## config.mk

```make
export PLATFORM = sky130hd
export DESIGN_NAME = svto_front
export DESIGN_NICKNAME = d
export VERILOG_FILES = /design/src/design/svto_pkg.sv /design/src/design/svto_front.sv
export SDC_FILE = /design/constraint.sdc
export NUM_CORES = 1
export LEC_CHECK = 0
export BUFFER_PORTS_ARGS = -buffer_cell sky130_fd_sc_hd__buf_2
export CAP_MARGIN = 40
export CORE_ASPECT_RATIO = 1.1
export CORE_MARGIN = 4
export CORE_UTILIZATION = 35
export CTS_CLUSTER_SIZE = 12
export DETAILED_ROUTE_END_ITERATION = 7
export PLACE_DENSITY_LB_ADDON = 0.12
export SETUP_SLACK_MARGIN = 0.3
export SLEW_MARGIN = 15
export SYNTH_ARGS = -nofsm -noshare
export SYNTH_HDL_FRONTEND = slang
export SYNTH_SLANG_ARGS = --single-unit
```

## constraint.sdc

```tcl
create_clock -name i_clk -period 9 [get_ports i_clk]
set_input_delay 0 -clock i_clk [delete_from_list [all_inputs] [get_ports i_clk]]
set_output_delay 0 -clock i_clk [all_outputs]
set_load 0.01 [all_outputs]
```

## src/design/svto_pkg.sv

```systemverilog
`timescale 1ns / 1ps
// Shared constants, codes and types of the sine voice.
package svto_pkg;

    localparam int PHASE_BITS      = 32;
    localparam int SINE_TABLE_BITS = 10;
    localparam int SAMPLE_BITS     = 16;

    localparam int FREQ_W    = 30;
    localparam int LEVEL_W   = 16;
    localparam int TAIL_W    = 17;
    localparam int RATE_W    = 36;
    localparam int FACTOR_W  = 16;
    localparam int NOTE_W    = 7;
    localparam int VEL_W     = 7;
    localparam int MODE_W    = 2;
    localparam int CFG_IDX_W = 2;

    localparam logic [MODE_W-1:0] MODE_TICK     = 2'd0;
    localparam logic [MODE_W-1:0] MODE_NOTE_ON  = 2'd1;
    localparam logic [MODE_W-1:0] MODE_OFF_TAIL = 2'd2;
    localparam logic [MODE_W-1:0] MODE_OFF_NOW  = 2'd3;

    localparam logic [CFG_IDX_W-1:0] CFG_RATE_RECIP = 2'd0;
    localparam logic [CFG_IDX_W-1:0] CFG_DECAY      = 2'd1;
    localparam logic [CFG_IDX_W-1:0] CFG_STOP       = 2'd2;

    localparam logic [RATE_W-1:0]   RATE_RECIP_RST = 36'd5864062015;
    localparam logic [FACTOR_W-1:0] DECAY_RST      = 16'd64881;
    localparam logic [FACTOR_W-1:0] STOP_RST       = 16'd328;

    typedef struct packed {
        logic [MODE_W-1:0]  kind;
        logic [FREQ_W-1:0]  freq;
        logic [LEVEL_W-1:0] level;
    } t_cmd;

    typedef struct packed {
        logic [RATE_W-1:0]   rate_recip;
        logic [FACTOR_W-1:0] decay;
        logic [FACTOR_W-1:0] stop_level;
    } t_cfg;

endpackage

```

## src/design/svto_front.sv

```systemverilog
`timescale 1ns / 1ps
// Front end: accepts items, looks up note frequency and level, queues commands.
module svto_front (
    input  logic                           i_clk,
    input  logic                           i_rst_n,
    input  logic                           i_valid,
    output logic                           o_ready,
    input  logic [svto_pkg::MODE_W-1:0]    i_mode,
    input  logic [svto_pkg::NOTE_W-1:0]    i_note,
    input  logic [svto_pkg::VEL_W-1:0]     i_velocity,
    output logic                           o_cmd_valid,
    input  logic                           i_cmd_ready,
    output svto_pkg::t_cmd                 o_cmd
);
    import svto_pkg::*;

    localparam int NOTE_COUNT  = 2 ** NOTE_W;
    localparam int VEL_COUNT   = 2 ** VEL_W;
    localparam int QUEUE_DEPTH = 2;
    localparam int PTR_W       = $clog2(QUEUE_DEPTH);
    localparam int CNT_W       = $clog2(QUEUE_DEPTH + 1);

    typedef logic [FREQ_W-1:0]  t_freq_rom  [NOTE_COUNT];
    typedef logic [LEVEL_W-1:0] t_level_rom [VEL_COUNT];

    function automatic t_freq_rom build_freq_rom();
        t_freq_rom         rom;
        logic [FREQ_W-1:0] top_oct [12];
        logic [31:0]       t;
        int                sh;
        top_oct = '{30'd548668578, 30'd581294109, 30'd615859655, 30'd652480576,
                    30'd691279090, 30'd732384684, 30'd775934544, 30'd822074013,
                    30'd870957077, 30'd922746880, 30'd977616265, 30'd1035748353};
        for (int n = 0; n < NOTE_COUNT; n++) begin
            sh = 10 - n / 12;
            t  = 32'(top_oct[n % 12]);
            if (sh == 0) begin
                rom[n] = FREQ_W'(t);
            end else begin
                rom[n] = FREQ_W'((t + (32'd1 << (sh - 1))) >> sh);
            end
        end
        return rom;
    endfunction

    function automatic t_level_rom build_level_rom();
        t_level_rom rom;
        for (int v = 0; v < VEL_COUNT; v++) begin
            rom[v] = LEVEL_W'((v * 98304 + 635) / 1270);
        end
        return rom;
    endfunction

    localparam t_freq_rom  FREQ_ROM  = build_freq_rom();
    localparam t_level_rom LEVEL_ROM = build_level_rom();

    t_cmd             r_queue [QUEUE_DEPTH];
    logic [PTR_W-1:0] r_wr_ptr;
    logic [PTR_W-1:0] r_rd_ptr;
    logic [CNT_W-1:0] r_count;
    logic             w_push;
    logic             w_pop;
    t_cmd             w_cmd;

    assign o_ready     = (r_count != CNT_W'(QUEUE_DEPTH));
    assign o_cmd_valid = (r_count != '0);
    assign o_cmd       = r_queue[r_rd_ptr];
    assign w_push      = i_valid && o_ready;
    assign w_pop       = o_cmd_valid && i_cmd_ready;

    always_comb begin
        w_cmd.kind  = i_mode;
        w_cmd.freq  = FREQ_ROM[i_note];
        w_cmd.level = LEVEL_ROM[i_velocity];
    end

    always_ff @(posedge i_clk) begin
        if (w_push) begin
            r_queue[r_wr_ptr] <= w_cmd;
        end
    end

    always_ff @(posedge i_clk) begin
        if (!i_rst_n) begin
            r_wr_ptr <= '0;
            r_rd_ptr <= '0;
            r_count  <= '0;
        end else begin
            if (w_push) begin
                r_wr_ptr <= r_wr_ptr + PTR_W'(1);
            end
            if (w_pop) begin
                r_rd_ptr <= r_rd_ptr + PTR_W'(1);
            end
            if (w_push && !w_pop) begin
                r_count <= r_count + CNT_W'(1);
            end else if (w_pop && !w_push) begin
                r_count <= r_count - CNT_W'(1);
            end
        end
    end

endmodule

```

Word-level counts from Yosys, hierarchy flattened --
Memories as Yosys holds them, arrays and structs flattened. A register that Yosys moved wholly into a read port is not among the register bits. Index checks and enable logic that the tools add are counted. W data, S select, Z words.
Word-level totals: register bits 4, input port bits 20, RAM bits 96, memories 3, ROM bits 5888
Memories:
- (no name shown) | depth 128, width 30, rd ports 1, clocked after memory_dff 0, wr ports 0, RTL line svto_front.sv:73 | w_cmd.freq = FREQ_ROM[i_note];
- (no name shown) | depth 128, width 16, rd ports 1, clocked after memory_dff 0, wr ports 0, RTL line svto_front.sv:74 | w_cmd.level = LEVEL_ROM[i_velocity];
- r_queue | depth 2, width 48, rd ports 1, clocked after memory_dff 1, wr ports 1, RTL line svto_front.sv:57 | t_cmd r_queue [QUEUE_DEPTH];
Cells by class: order comparisons 2, add/sub/neg operators 4, equality and inequality tests 1, reductions and logical operators 8, mux-type cells 10, bitwise logic cells 2
Operators with widths (number):
- $mux W30 | 2
- $mux W16 | 2
- $ge A8 B8 Y1 const B | 2
- $not A7 Y8 | 2
- $logic_and A1 B1 Y1 | 4
- $mux W1 | 4
- $mux W2 | 2
- $reduce_bool A2 Y1 | 2
- $add A1 B1 Y1 const B | 2
- $add A2 B1 Y2 const B | 1
- $logic_not A1 Y1 | 2
- $ne A2 B2 Y1 const B | 1
- $sub A2 B1 Y2 const B | 1

Logic depth before layout (Yosys ltp) --
Gate-level depths: netlist (run 1).
depth after elaboration 6, gate-level depth with buffers 10, mapped depth without buffers 7

Worst setup path before layout (run 1) --
Ideal clock, no wire load.
path type flip-flop to flip-flop, start point register r_count[0], end point memory r_queue[0][0] in the netlist's numbering (enable), required time 8549 ps, path buffers 0, setup slack 5928 ps, cell stages (with the launch flop) 4, data arrival time 2621 ps, cell sequence dfxtp_1 nand2b_1 nand2_1 nor2_1
Between the ends: word-level cells in the longest chain between the ends 4
Ends and longest elaborated chain:
- start, declared | RTL line svto_front.sv:60 | logic [CNT_W-1:0] r_count;
- start signal, assigned | RTL line svto_front.sv:96 | r_count <= r_count + CNT_W'(1);
- start signal, assigned | RTL line svto_front.sv:98 | r_count <= r_count - CNT_W'(1);
- $ne A2 B2 Y1 | RTL line svto_front.sv:65 | assign o_ready = (r_count != CNT_W'(QUEUE_DEPTH));
- net o_ready | RTL line svto_front.sv:7 | output logic o_ready,
- $logic_and A1 B1 Y1 | RTL line svto_front.sv:68 | assign w_push = i_valid && o_ready;
- $mux W1 | RTL line svto_front.sv:78 | if (w_push) begin
- $mux W1 (not written as such) | RTL line svto_front.sv:79 | r_queue[r_wr_ptr] <= w_cmd;
- end, declared | RTL line svto_front.sv:57
The timed path passes the listed nets, and every way through them passes these cells.

==> results of run 1 <==
-- flip-flops by register name, summed over array words and instances (netlist names), named ones only --
signal and cells:
r_count 2, r_wr_ptr 1, r_rd_ptr 1, r_queue 92
-- worst paths after layout --
check	start	endpoint	slack, ps	depth (start not counted)
max	i_note[0]	r_queue[0][17]$_DFFE_PP_	5800	8
min	i_cmd_ready	flip-flop	110	4
max reg2reg	r_count[0]$_SDFFE_PN0P_	r_queue[0][27]$_DFFE_PP_	6970	4
min reg2reg	r_count[1]$_SDFFE_PN0P_	r_count[1]$_SDFFE_PN0P_	520	2
-- Yosys cell counts, types with 18 or more instances --
library cell | number | area (sq um)
sky130_fd_sc_hd__nand2_1 | 93 | 349.1
sky130_fd_sc_hd__edfxtp_1 | 92 | 2763
sky130_fd_sc_hd__a21oi_1 | 82 | 410.4
sky130_fd_sc_hd__o21ai_0 | 72 | 360.4
sky130_fd_sc_hd__nor2_1 | 63 | 236.5
sky130_fd_sc_hd__mux2_2 | 59 | 664.4
sky130_fd_sc_hd__buf_2 | 58 | 290.3
sky130_fd_sc_hd__clkbuf_1 | 52 | 195.2
sky130_fd_sc_hd__nand2b_1 | 37 | 231.5
sky130_fd_sc_hd__nand3_1 | 32 | 160.2
sky130_fd_sc_hd__a31oi_1 | 31 | 193.9
sky130_fd_sc_hd__ha_1 | 31 | 387.9
sky130_fd_sc_hd__o211ai_1 | 30 | 225.2
sky130_fd_sc_hd__a211oi_1 | 28 | 210.2
sky130_fd_sc_hd__nor2b_1 | 26 | 162.7
sky130_fd_sc_hd__inv_1 | 25 | 93.84
sky130_fd_sc_hd__mux2i_1 | 18 | 180.2
sky130_fd_sc_hd__mux4_2 | 18 | 405.4
-- metrics by stage --
step,util (%),area (sq um),total power (W),setup slack (ps),std cells
after floorplan,-,9897,0.001090,5928,1145
after global placement,36.35,10130,0.001311,5597,1452
after detailed placement,36.45,10160,0.001309,5541,1455
after CTS,37.61,10480,0.001694,5913,1474
after global routing,37.62,10480,0.001778,5616,1475
final,37.62,10480,0.001678,5800,1475
-- layer usage --
metal,GRT usage [%],up-vias
met5,0,-
met3,2.896,58
met4,6.688,2
met2,33.26,462
met1,30.37,4536
li1,-,4325
-- power by group --
| part | switching, W | total [W] | internal [W] | leakage [nW] |
|---|---|---|---|---|
| clock | 0.000165 | 0.000380 | 0.000214 | 0.139 |
| sequential | 0.0000160 | 0.000598 | 0.000582 | 0.907 |
| combinational | 0.000424 | 0.000701 | 0.000277 | 2.64 |
| total | 0.000605 | 0.00168 | 0.00107 | 3.69 |
-- timing repair --
action	in CTS	in global routing
endpoints found under the hold margin	9	0
setup endpoints to repair	0	0
hold buffers	3	0
setup buffers	0	0
-- worst min-delay path: stages --
cell and delay (ps):
sky130_fd_sc_hd__buf_2 100, sky130_fd_sc_hd__nand2_1 100, sky130_fd_sc_hd__xnor2_1 80, sky130_fd_sc_hd__and2_1 150
-- area by class of cell --
| cell class | count | area (sq um) |
|---|---|---|
| inverter | 30 | 112.6 |
| antenna | 1 | 2.502 |
| clock inverter | 7 | 66.31 |
| clock buffer | 9 | 225.2 |
| timing repair buffer | 86 | 500.5 |
| sequential | 97 | 2864 |
| tap | 363 | 454.2 |
| multi-input combinational | 882 | 6257 |
| fill | 2864 | 17380 |
-- logic make-up (layout without fill, tap and decap cells) --
| logic type | count (synthesis) | count (layout) | share of synthesized area, % |
|---|---|---|---|
| compound gates | 420 | 420 | 29.23 |
| simple gates | 317 | 317 | 15.72 |
| buf+inv | 166 | 132 | 7.942 |
| mux | 97 | 97 | 12.86 |
| flops | 97 | 97 | 28.94 |
| fa+ha+maj | 33 | 33 | 4.123 |
| xor+xnor | 13 | 13 | 1.151 |
| other cells | 1 | 3 | 0.03790 |
==> metrics.yaml, run 1 <==
pin_count_of_the_biggest_net_entering_global_routing: 92
number_of_clock_sinks_seen_by_cts: 97
core_sq_um: 27870
cp-start-kind: "input port"
finalClockSkew_ps: 6.674
routedLengthMet1_um: 15010
num_io_pins: 70
maxUsedRoutingLayer: "met5"
critical_path.slowest_cell: "sky130_fd_sc_hd__ha_1"
syn_std_cell_area_sq_um: 9893
floorplan.die_area_sq_um: 31020
post_route_cells_drive_above_1_share_pct: 16.92
fmaxAchievable_mhz: 312.5
grt_first_pass_wirelength_um: 52700
wl_met3_um: 2481
path_cells: "buf_2, inv_1, ha_1, nand2b_1, a31o_2, o32ai_1, o21ai_0, o22ai_1"
post_cts.resized_instances: 0
cts_root_buffer: "sky130_fd_sc_hd__clkbuf_16"
timing.critical_path.max_delay_family: "compound AO/OA/AOI/OAI gates"
synth.avg_cell_area_sq_um: 8.648
ys.flop_type: "sky130_fd_sc_hd__edfxtp_1"
outcome: "complete, no violations"
yosys.cell_types.count: 82
slew_violations: 0
clk_pin_slew_worst_paths_ps: 70
htreeDepth: 3
grt.overflow.total: 0
max_buffers_root_to_sink: 2
dieHeight_um: 184.3
dp_hpwl_um: 22390
flow.area_growth_from_synthesis_pct: 5.957
grt_setup_unrepaired: "false"
port-buffer-count: 67
crit_required_ps: 9080
mostFrequentLayoutCells: "93 x sky130_fd_sc_hd__nand2_1, 92 x sky130_fd_sc_hd__edfxtp_1, 82 x sky130_fd_sc_hd__a21oi_1, 72 x sky130_fd_sc_hd__o21ai_0, 64 x sky130_fd_sc_hd__buf_2"
setup_tns_ps: 0
worstHoldPathType: "in -> reg"
finalCriticalPeriod_ps: 3200
synthCells: 1144
grtUsageTotal_pct: 21.20
row_count: 64
final_antenna_violating_net_count: 0
num-nets-final: 1157
route.vias.total: 9383
power_density_nw_per_um2: 160.1
start_util_pct: 35.50
timing.final.setup_violations: 0
synthesis.yosys.warnings: 0
detail_route.wirelength_um: 33660
worst_slew_pin_slew_ps: 893.3
cts_inserted_buffers: 9
detail_route.iter0.violations: 1260
endpoint_kind: "flip-flop"
fin_worst_hold_slack_ps: 106.0
clkLatencyLatePin_ps: 350
max-cap-violations: 0
relative_slew_slack_pct: 40.45
arrival_ps: 3280
layout.cells.most_common: "sky130_fd_sc_hd__nand2_1"
grt_antenna_before_repair: 2
total_count_of_hold_check_failures_in_the_final_report: 0
critical-path-max-stage-delay_ps: 970
critical_path_class: "in -> reg"
wire_per_inst_um: 22.82
crit_path_max_fanout: 31
detailedRoute.firstPassIterationCount: 6
detailed_routed_wire_length_on_met2_um: 15240
synth_enable_flop_cells: 92
grt_pass1_vias: 8674
final.period_utilization_pct: 35.56
route.detailed.drc: 0
cts_tree: "done"
worstPathBufferInverterCount: 2
ys_seq_area_share_pct: 28.94
post_drt_via_cell_ratio: 6.361
ff_latch_count_synth: 97
vdd.ir_drop.worst_uv: 159.3
die_w_um: 168.3
leakagePower_nw: 3.687
async_flop_share_pct: 0
finalWeightedCongestion: 0.9000
Power figures use the tool's default switching activity.
==> run 2, diff against run 1 <==
- clock period: 9 -> 2.6 ns (I/O delays scaled with it)
==> run 2 against run 1 <==
Net effect: clock-buffer cell count unchanged; routed wire length up 5.9%; clock power rose to 3.4 times the previous value; combinational power rose to 3.7 times the previous value; worst setup slack worse by 5300 ps; via count up 4.0%; hold slack worse by 0.81 ps; non-clock buffer count up 76.
==> metrics.yaml, run 2 (synthesis gave the netlist of run 1 again) <==
max-cap-violations: 0  # unchanged
die_w_um: 168.3  # unchanged
min_from: "i_cmd_ready"
finish.instance_area_sq_um: 11170  # +6.5%
leakagePower_nw: 4.103  # +11%
pin_count_of_the_biggest_net_entering_global_routing: 57  # -38%
max_reg_flops: 92  # unchanged
grt_first_pass_wirelength_um: 55620  # +5.6%
cp-start-kind: "input port"
dieHeight_um: 184.3  # unchanged
start_util_pct: 35.50  # unchanged
power_density_nw_per_um2: 533.7  # +230%
flow.area_growth_from_synthesis_pct: 12.88
footprint_of_the_multi_input_gates_sq_um: 6262  # about the same
detail_route.iter0.violations: 1231  # -2.3%
finalCriticalPeriod_ps: 2121
vdd.ir_drop.worst_uv: 413.6  # +160%
port-buffer-count: 67  # unchanged
post_drt_via_cell_ratio: 6.295  # -1.0%
final.fill_count: 2886  # +0.77%
final-seq-area_sq_um: 2864  # unchanged
crit_required_ps: 2770  # -6310 ps
mostFrequentLayoutCells: "93 x sky130_fd_sc_hd__nand2_1, 92 x sky130_fd_sc_hd__edfxtp_1, 86 x sky130_fd_sc_hd__buf_4, 82 x sky130_fd_sc_hd__a21oi_1, 72 x sky130_fd_sc_hd__o21ai_0"
grt.overflow.total: 0  # unchanged
clkLatencyLatePin_ps: 350  # about the same
final_antenna_violating_net_count: 0  # unchanged
grt_pass1_vias: 9244  # +6.6%
outcome: "complete, no violations"
worstHoldPathType: "in -> reg"
clk_pin_slew_worst_paths_ps: 70  # about the same
num-nets-final: 1233  # +6.6%
globalRoute.busiestLayer: "met2"
route.detailed.drc: 0  # unchanged
cts_tree: "done"
grt_antenna_before_repair: 1  # -1
htreeDepth: 3  # unchanged
fin_worst_hold_slack_ps: 105.2  # -0.8110 ps
post-place-ws_ps: -17.27  # -5559 ps
insertedDiodeCount: 0  # -1
critical_path_class: "in -> reg"
worst_slew_pin_slew_ps: 716.8  # -176.5 ps
dp_hpwl_um: 25500  # +14%
number_of_clock_sinks_seen_by_cts: 97  # unchanged
placement.cell_area_sq_um: 10830  # +6.7%
max_buffers_root_to_sink: 2  # unchanged
timing.final.setup_violations: 0  # unchanged
total_count_of_hold_check_failures_in_the_final_report: 0  # unchanged
cts_inserted_buffers: 9  # unchanged
core_sq_um: 27870  # unchanged
floorplan.die_area_sq_um: 31020  # unchanged
post_route_cells_drive_above_1_share_pct: 22.66  # +5.7 points
wire_per_inst_um: 22.99  # +0.75%
final.period_utilization_pct: 81.57
slew_violations: 0  # unchanged
grt_setup_unrepaired: "false"
detailedRoute.firstPassIterationCount: 6  # unchanged
finalWeightedCongestion: 0.9706  # +7.8%
grt_use_met3_pct: 2.853  # -0.043 points
post_cts_buffers: 0  # unchanged
worst-r2r-cell-count: 6  # +2
post_layout_nonfiller_instances: 1550  # +5.1%
finalWorstSetupSlack_ps: 479.3  # -5321 ps
top_register: "r_queue"
crit_path_max_fanout: 11  # -65%
arrival_ps: 2290  # -990 ps
fmaxAchievable_mhz: 471.5
route.vias.total: 9758  # +4.0%
relative_slew_slack_pct: 52.22  # +12 points
grtUsageTotal_pct: 22.40  # +1.2 points
layout.cells.most_common: "sky130_fd_sc_hd__nand2_1"
row_count: 64  # unchanged
rr_startpoint: "r_count[0]$_SDFFE_PN0P_"
power_w: 0.005960  # +260%
largest_regs: "r_queue: 92 flops, r_count: 2 flops"
worst_setup_path_startpoint: "i_velocity[1]"
grt.met1_usage_pct: 31.05  # +0.68 points
grt_use_met2_pct: 36.43  # +3.2 points
endpoint_kind: "flip-flop"
finalClockSkew_ps: 9.704  # +3.030 ps
place_inst: 1531  # +5.2%
cts_root_buffer: "sky130_fd_sc_hd__clkbuf_16"
num_io_pins: 70  # unchanged
detail_route.wirelength_um: 35630  # +5.9%
holdPathStages: 4  # unchanged
==> run 2: worst max-delay path, cell delays in order <==
cell,delay (ps)
sky130_fd_sc_hd__buf_2,150
sky130_fd_sc_hd__inv_1,160
sky130_fd_sc_hd__ha_1,460
sky130_fd_sc_hd__buf_4,230
sky130_fd_sc_hd__buf_4,170
sky130_fd_sc_hd__or2_2,110
sky130_fd_sc_hd__a21oi_1,50
sky130_fd_sc_hd__a2111oi_0,550
sky130_fd_sc_hd__a311oi_1,120
sky130_fd_sc_hd__nor3_2,270
==> run 2: worst paths after layout <==
| path | endpoint | slack (ps) |
|---|---|---|
| max | r_queue[1][2]$_DFFE_PP_ | 480 |
| min | r_rd_ptr$_SDFFE_PN0P_ | 110 |
| max reg2reg | r_count[1]$_SDFFE_PN0P_ | 920 |
| min reg2reg | r_count[1]$_SDFFE_PN0P_ | 520 |
==> run 2: metal layers <==
layer	wire (um)	part of all wire (%)
met5	7	0.020
met1	15490	43
met4	986	2.8
met3	2685	7.5
met2	16470	46
==> run 2: cell type report <==
cell class / count / share of cell area [%]
multi-input combinational: 882 / 56.08
inverter: 30 / 1.008
clock buffer: 9 / 2.017
clock inverter: 7 / 0.6499
timing repair buffer: 162 / 10.53
sequential: 97 / 25.65
tap: 363 / 4.067
==> run 2: timing repair <==
| action | in CTS | in global routing |
|---|---|---|
| endpoints found under the setup margin | 0 | 2 |
| hold buffers | 3 | 0 |
| gates resized for setup | 0 | 1 |
| endpoints found under the hold margin | 9 | 0 |
==> run 2: report_power, final <==
part / internal, W / total, W / switching, W
Sequential: 0.00201 / 0.00208 / 0.0000707
Combinational: 0.00109 / 0.00259 / 0.00150
Clock: 0.000676 / 0.00129 / 0.000616
==> run 2: metrics by stage <==
stage,utilization (%),TNS (ps)
finish,40.07,0
global route,40.07,0
CTS,40.05,0
detailed placement,38.88,-34.54
global placement,38.88,0
floorplan,-,0
